==> config.mk <==
export PLATFORM = sky130hd
export DESIGN_NAME = hop_sequence_generator
export DESIGN_NICKNAME = d
export VERILOG_FILES = /design/src/rtl/hsg_pkg.sv /design/src/rtl/hsg_cell.sv /design/src/rtl/hsg_step.sv /design/src/rtl/hop_sequence_generator.sv
export SDC_FILE = /design/constraint.sdc
export NUM_CORES = 1
export LEC_CHECK = 0
export BUFFER_PORTS_ARGS = -buffer_cell sky130_fd_sc_hd__buf_2
export CORE_MARGIN = 2
export CORE_UTILIZATION = 32
export CTS_CLUSTER_DIAMETER = 60
export CTS_CLUSTER_SIZE = 24
export DETAILED_ROUTE_END_ITERATION = 8
export MAX_ROUTING_LAYER = met4
export PLACE_DENSITY = 0.45
export RECOVER_POWER = 25
export SLEW_MARGIN = 0
export SYNTH_ARGS = -nofsm -noshare
export SYNTH_HDL_FRONTEND = slang
export SYNTH_SLANG_ARGS = --single-unit
==> constraint.sdc <==
create_clock -name clk -period 7.2 [get_ports clk]
set_clock_uncertainty 0.2 [all_clocks]
set_input_delay 0 -clock clk [delete_from_list [all_inputs] [get_ports clk]]
set_output_delay 0 -clock clk [all_outputs]
set_load 0.02 [all_outputs]
==> src/rtl/hsg_pkg.sv <==
// hsg_pkg: constants, types and the LFSR step function of the hop sequence generator.
// No dependencies; imported by every hsg module.
package hsg_pkg;

  localparam int HOP_COUNT = 20;
  localparam int CNT_W     = $clog2(HOP_COUNT + 1);

  localparam int CHAN_W = 7;
  localparam int POS_W  = 5;
  localparam int OFF_W  = 8;
  localparam int SEED_W = 8;
  localparam int STEP_W = 7;

  localparam logic [CHAN_W-1:0] LFSR_TAPS = 7'h60;
  localparam logic [CHAN_W-1:0] CHAN_MOD  = 7'd127;
  localparam logic [CHAN_W-1:0] CHAN_MAX  = 7'd69;
  localparam logic [STEP_W-1:0] STEP_CAP  = 7'd127;
  localparam logic [SEED_W-1:0] SEED_MAX  = 8'd127;

  typedef logic [CHAN_W-1:0] chan_t;

  typedef struct packed {
    logic shift;
    logic live;
  } cell_ctl_t;

  function automatic chan_t lfsr_advance(input chan_t s);
    chan_t r;
    r = {1'b0, s[CHAN_W-1:1]};
    if (s[0]) begin
      r = r ^ LFSR_TAPS;
    end
    return r;
  endfunction

endpackage

==> src/rtl/hsg_cell.sv <==
// hsg_cell: one list cell; holds a channel, shifts it on to the next cell and
// flags a match with the broadcast candidate. Depends on hsg_pkg.
module hsg_cell import hsg_pkg::*; (
  input  logic      clk,
  input  cell_ctl_t ctl,
  input  chan_t     d_in,
  input  chan_t     cand,
  output chan_t     d_out,
  output logic      match
);

  chan_t entry_r;

  always_ff @(posedge clk) begin
    if (ctl.shift) begin
      entry_r <= d_in;
    end
  end

  assign d_out = entry_r;
  assign match = ctl.live && (entry_r == cand);

endmodule

==> src/rtl/hsg_step.sv <==
// hsg_step: next LFSR state and candidate channel (state + offset) mod 127.
// Depends on hsg_pkg.
module hsg_step import hsg_pkg::*; (
  input  chan_t             lfsr,
  input  logic [OFF_W-1:0]  offset,
  output chan_t             lfsr_nxt,
  output chan_t             cand
);

  logic [OFF_W:0]  sum;
  logic [CHAN_W:0] fold;

  always_comb begin
    lfsr_nxt = lfsr_advance(lfsr);
    sum      = {2'b00, lfsr_nxt} + {1'b0, offset};
    // 128 = 1 mod 127: fold the high bits onto the low part
    fold     = {1'b0, sum[CHAN_W-1:0]} + {{(CHAN_W-1){1'b0}}, sum[OFF_W:CHAN_W]};
    if (fold >= {1'b0, CHAN_MOD}) begin
      cand = CHAN_W'(fold - {1'b0, CHAN_MOD});
    end else begin
      cand = fold[CHAN_W-1:0];
    end
  end

endmodule

==> src/rtl/hop_sequence_generator.sv <==
// hop_sequence_generator: top level; LFSR sequencer over a shifting row of list cells.
// Depends on hsg_pkg, hsg_step, hsg_cell.
//
//  channel  ports                                         handshake
//  input    in_offset[7:0] in_seed[7:0]                   start, busy
//  result   out_channel[6:0] out_position[4:0]            out_strobe (one cycle)
//           out_last out_seed_error
//
// One LFSR step per cycle; each accepted channel shifts into the cell row,
// which checks it against all earlier entries in the same cycle.
// A list ends at its 20th channel or at the step cap; each result is registered.
// A bad seed gives one error result the next cycle and leaves busy low.
// Reset is synchronous, active low; the receiver cannot stall results.
module hop_sequence_generator import hsg_pkg::*; (
  input  logic              clk,
  input  logic              rst_n,
  input  logic              start,
  output logic              busy,
  input  logic [OFF_W-1:0]  in_offset,
  input  logic [SEED_W-1:0] in_seed,
  output logic              out_strobe,
  output logic [CHAN_W-1:0] out_channel,
  output logic [POS_W-1:0]  out_position,
  output logic              out_last,
  output logic              out_seed_error
);

  localparam logic ST_IDLE = 1'b0;
  localparam logic ST_RUN  = 1'b1;

  logic              state_r, state_nxt;
  chan_t             lfsr_r, lfsr_nxt;
  logic [OFF_W-1:0]  off_r;
  logic [STEP_W-1:0] steps_r;
  logic [CNT_W-1:0]  count_r;

  logic              strobe_r;
  chan_t             chan_r;
  logic [POS_W-1:0]  pos_r;
  logic              last_r;
  logic              err_r;

  chan_t             cand;
  chan_t             cell_q [HOP_COUNT];
  logic [HOP_COUNT-1:0] match;
  cell_ctl_t         ctl [HOP_COUNT];

  logic req;
  logic bad_seed;
  logic take;
  logic full;
  logic cap;
  logic done;

  assign req      = start && (state_r == ST_IDLE);
  assign bad_seed = (in_seed == '0) || (in_seed > SEED_MAX);

  hsg_step u_step (
    .lfsr     (lfsr_r),
    .offset   (off_r),
    .lfsr_nxt (lfsr_nxt),
    .cand     (cand)
  );

  assign take = (state_r == ST_RUN) && (cand <= CHAN_MAX) && !(|match);
  assign full = (count_r == CNT_W'(HOP_COUNT - 1));
  assign cap  = (steps_r == STEP_CAP - 1'b1);
  assign done = (take && full) || cap;

  genvar g;
  generate
    for (g = 0; g < HOP_COUNT; g++) begin : g_cell
      assign ctl[g].shift = take;
      assign ctl[g].live  = (count_r > CNT_W'(g));
      if (g == 0) begin : g_head
        hsg_cell u_cell (
          .clk   (clk),
          .ctl   (ctl[g]),
          .d_in  (cand),
          .cand  (cand),
          .d_out (cell_q[g]),
          .match (match[g])
        );
      end else begin : g_body
        hsg_cell u_cell (
          .clk   (clk),
          .ctl   (ctl[g]),
          .d_in  (cell_q[g-1]),
          .cand  (cand),
          .d_out (cell_q[g]),
          .match (match[g])
        );
      end
    end
  endgenerate

  always_comb begin
    state_nxt = state_r;
    unique case (state_r)
      ST_IDLE: if (req && !bad_seed) state_nxt = ST_RUN;
      ST_RUN:  if (done) state_nxt = ST_IDLE;
      default: state_nxt = ST_IDLE;
    endcase
  end

  always_ff @(posedge clk) begin
    if (!rst_n) begin
      state_r  <= ST_IDLE;
      strobe_r <= 1'b0;
      lfsr_r   <= '0;
      steps_r  <= '0;
      count_r  <= '0;
    end else begin
      state_r  <= state_nxt;
      strobe_r <= take || (req && bad_seed);
      if (req && !bad_seed) begin
        lfsr_r  <= in_seed[CHAN_W-1:0];
        steps_r <= '0;
        count_r <= '0;
      end else if (state_r == ST_RUN) begin
        lfsr_r  <= lfsr_nxt;
        steps_r <= steps_r + 1'b1;
        if (take) begin
          count_r <= count_r + 1'b1;
        end
      end
    end
  end

  always_ff @(posedge clk) begin
    if (req && !bad_seed) begin
      off_r <= in_offset;
    end
    if (req && bad_seed) begin
      chan_r <= '0;
      pos_r  <= '0;
      last_r <= 1'b1;
      err_r  <= 1'b1;
    end else if (take) begin
      chan_r <= cand;
      pos_r  <= POS_W'(count_r);
      last_r <= full || cap;
      err_r  <= 1'b0;
    end
  end

  assign busy           = (state_r == ST_RUN);
  assign out_strobe     = strobe_r;
  assign out_channel    = chan_r;
  assign out_position   = pos_r;
  assign out_last       = last_r;
  assign out_seed_error = err_r;

  a_chan_range: assert property (@(posedge clk) disable iff (!rst_n)
    out_strobe |-> (out_channel <= CHAN_MAX))
    else $error("channel out of range");

  a_err_last: assert property (@(posedge clk) disable iff (!rst_n)
    (out_strobe && out_seed_error) |-> (out_last && out_channel == '0))
    else $error("error result malformed");

  a_bad_seed: assert property (@(posedge clk) disable iff (!rst_n)
    (req && bad_seed) |=> (out_strobe && out_seed_error && !busy))
    else $error("bad seed not reported");

  a_list_end: assert property (@(posedge clk) disable iff (!rst_n)
    (out_strobe && out_last && !out_seed_error) |->
      (out_position == POS_W'(HOP_COUNT - 1)))
    else $error("list ended early");

  a_done_idle: assert property (@(posedge clk) disable iff (!rst_n)
    (busy && take && full) |=> !busy)
    else $error("sequencer did not stop after full list");

endmodule

==> flow_summary.yaml <==
critical_path:
  crit_path_end_kind: "flop"
  path_class: "reg2reg"
  cp.arrival_ps: 6730
  path_buf_inv: 6
  reg2reg_depth: 25
  cp_slowest_cell: "fa_1"
  r2r_end: "g_cell[19].g_body.u_cell.d_out[6]"
  rrSetupSlack_ps: 410
  start_kind: "flop"
  cpPeakStageDelay_ps: 420
  r2r-start: "lfsr_r[1]"
  path_common_cell: "buf_4"
  critPathMaxFanout: 47
  required_ps: 7140
  critical-path-top-delay-family: "simple AND/OR/NAND/NOR gates"
place:
  gp_congestion: 0.923
  hpwlAfterDp_um: 25200
  port_buffers: 34
power_and_ir_drop:
  switchingPower_uw: 1080
  power.density_mw_per_mm2: 264
  vdd_drop_max_mv: 0.183
  p_comb_frac: 0.290
  p_leak_uw: 0.00397
  p_total_uw: 3140
  p_clk_frac: 0.299
  seqPwrFrac: 0.411
  intPower_uw: 2060
  sw_frac_of_total: 0.343
clocking:
  clk_pin_slew_ps: 70
  clockBufferDepth: 2
  clock_latency_ps: 460
  cts_setup_buffers: 0
  cts_tree: "done"
  clk_root_buffer_cell: "clkbuf_16"
  numClockSinks: 183
  htree_levels: 4
  cts_buffers: 17
global_routing:
  antenna_found_initial: 0
  track_usage: 0.222
  grt_pass1_wl_um: 53200
  gr-total-overflow: 0
  first_global_vias: 8190
  grt_max_degree: 48
route:
  wl_um: 35600
  vias: 8397
  initialDrtViolationCount: 1009
  ant_nets: 0
  drtPass1Iterations: 6
  wl_per_cell_um: 24.8
  post-route-drc-count: 0
  vias_per_cell: 5.85
timing:
  max-slew-margin-rel: 0.338
  drv_slew: 0
  setup_violations: 0
  worstMarginPinSlew_ps: 991
  max_freq_mhz: 147
  rsz0062_at_grt: "no"
  period_needed_ps: 6790
  timing_hold_violations_final: 0
  min_period_over_period: 0.943
  tns_ps: 0
outcome:
  outcome: "finished, final reports clean"
final_layout:
  multi_input_comb_area_mm2: 0.00481
  finish.net_count: 1058
  diodes: 0
  drive_above_1_share: 0.139
  area_growth_pct: 15.0
  fillers: 3131
  register_area_mm2: 0.00514
synthesis:
  ys_ff_latch: 183
  async_flop_share: 0
  yosys.area.top_type: "edfxtp_1"
  ys_seq_area_frac: 0.498
  syn_nets: 1002
  postSynthAreaPerCell_um2: 10.7
  syn_inst: 964
  synth_area_leaders: "edfxtp_1 43%, xnor2_1 7.6%, dfxtp_1 6.8%"
  synth_edf_count: 148
  synth_top_area_share: 0.430
  yosysWarningCount: 0
  synth_cell_types: 90
  syn_area_mm2: 0.0103
  ys.flop_type: "edfxtp_1"
run:
  cap_violations: 0
die:
  core-area_mm2: 0.0316
  io_pins: 35
  die_w_um: 184
  initial_core_util: 0.326
  row_count: 65
  die_area_mm2: 0.0337
  die_y_um: 184
worst_hold_path:
  holdPathEnd: "off_r[3]"
  holdPathStages: 2
  min_path_type: "in2reg"
  min_from: "in_offset[3]"
==> logic make-up after synthesis <==
logic type / synth area share
buffers and inverters: 0.0393
and+or+nand+nor: 0.128
muxes: 0.00921
xor gates and xnor gates: 0.107
adders and majority gates: 0.0245
AOI/OAI and AO/OA: 0.194
DFF: 0.498
==> cell type report <==
cell class                      instances  area share
Clock buffer                           22      0.0409
Clock inverter                         10     0.00927
Inverter                               26     0.00906
Multi-Input combinational cell        696       0.405
Sequential cell                       183       0.433
Tap cell                              402      0.0424
Timing Repair Buffer                   96      0.0598
==> per-layer routing <==
metal	track usage	part of all wire
met3	0.0404	0.068
met1	0.296	0.45
met2	0.332	0.45
met4	0.0912	0.035
met5	-	0
==> flip-flops by register name (all words and copies together), names as in the netlist <==
name	flops
out_last	1
out_strobe	1
out_position	5
steps_r	7
busy	1
out_channel	7
g_cell.g_body.u_cell.d_out	133
g_cell.g_head.u_cell.d_out	7
out_seed_error	1
lfsr_r	7
off_r	8
count_r	5
==> power by group through the flow <==
stage	combinational (uW)	clock, uW	sequential (uW)
after detailed placement	878	0	1310
after global routing	969	1000	1300
after floorplan	597	0	1300
final	909	939	1290
after global placement	887	0	1320
after CTS	890	965	1290
==> worst max path at each step <==
stage / from / end / slack (ps) / depth (start not counted)
2_1_floorplan: lfsr_r[1] / g_cell[0].g_head.u_cell.d_out[0] / 990 / 24
3_3_place_gp: lfsr_r[1] / out_channel[1] / 190 / 22
3_5_place_dp: lfsr_r[1] / out_channel[1] / 130 / 22
4_1_cts: lfsr_r[1] / out_channel[1] / 110 / 22
5_1_grt: lfsr_r[1] / g_cell[13].g_body.u_cell.d_out[3] / 70 / 24
6_report: lfsr_r[1] / g_cell[19].g_body.u_cell.d_out[6] / 410 / 25
==> cells in the final DEF (no fill, tap or decap), drive strengths merged, types with 6 or more instances in the layout <==
master	count
a211o	6
a211oi	11
a21boi	9
a21o	9
a21oi	65
a221oi	6
a222oi	6
a22oi	13
a31oi	11
and3	10
buf	75
clkbuf	23
dfxtp	35
dlygate4sd3	20
edfxtp	148
ha	17
inv	30
mux2i	8
nand2	71
nand2b	6
nand3	44
nand4	13
nor2	42
nor2b	6
nor3	21
nor4	14
o2111ai	6
o211ai	10
o21ai	59
o221ai	10
o22ai	19
o31ai	8
or3	7
xnor2	92
xor2	32
==> synthesized netlist by cell type (17+ instances only) <==
cell type and n:
edfxtp_1 148, xnor2_1 90, nand2_1 70, a21oi_1 60
o21ai_0 54, nand3_1 44, nor2_1 40, dfxtp_1 35
xor2_1 31, clkbuf_1 25, inv_1 21, nor3_1 21
o22ai_1 18, buf_2 17, ha_1 17
==> through the flow <==
stage	utilization	cell area [um2]	hold WS, ps	cells	setup slack, ps
after CTS	0.375	11900	26.9	1435	112
final	0.375	11900	59.7	1435	411
after global placement	0.350	11100	-23.2	1383	194
after detailed placement	0.350	11100	-21.1	1383	128
after floorplan	-	10300	-101	964	985
after global routing	0.375	11900	54.9	1435	74.8
==> repair_timing <==
action	4_1_cts	5_1_grt
setup endpoints to repair	0	145
hold buffers	20	0
gates resized for setup	0	4
endpoints found under the hold margin	28	0
(Power assumes the default switching activity.)
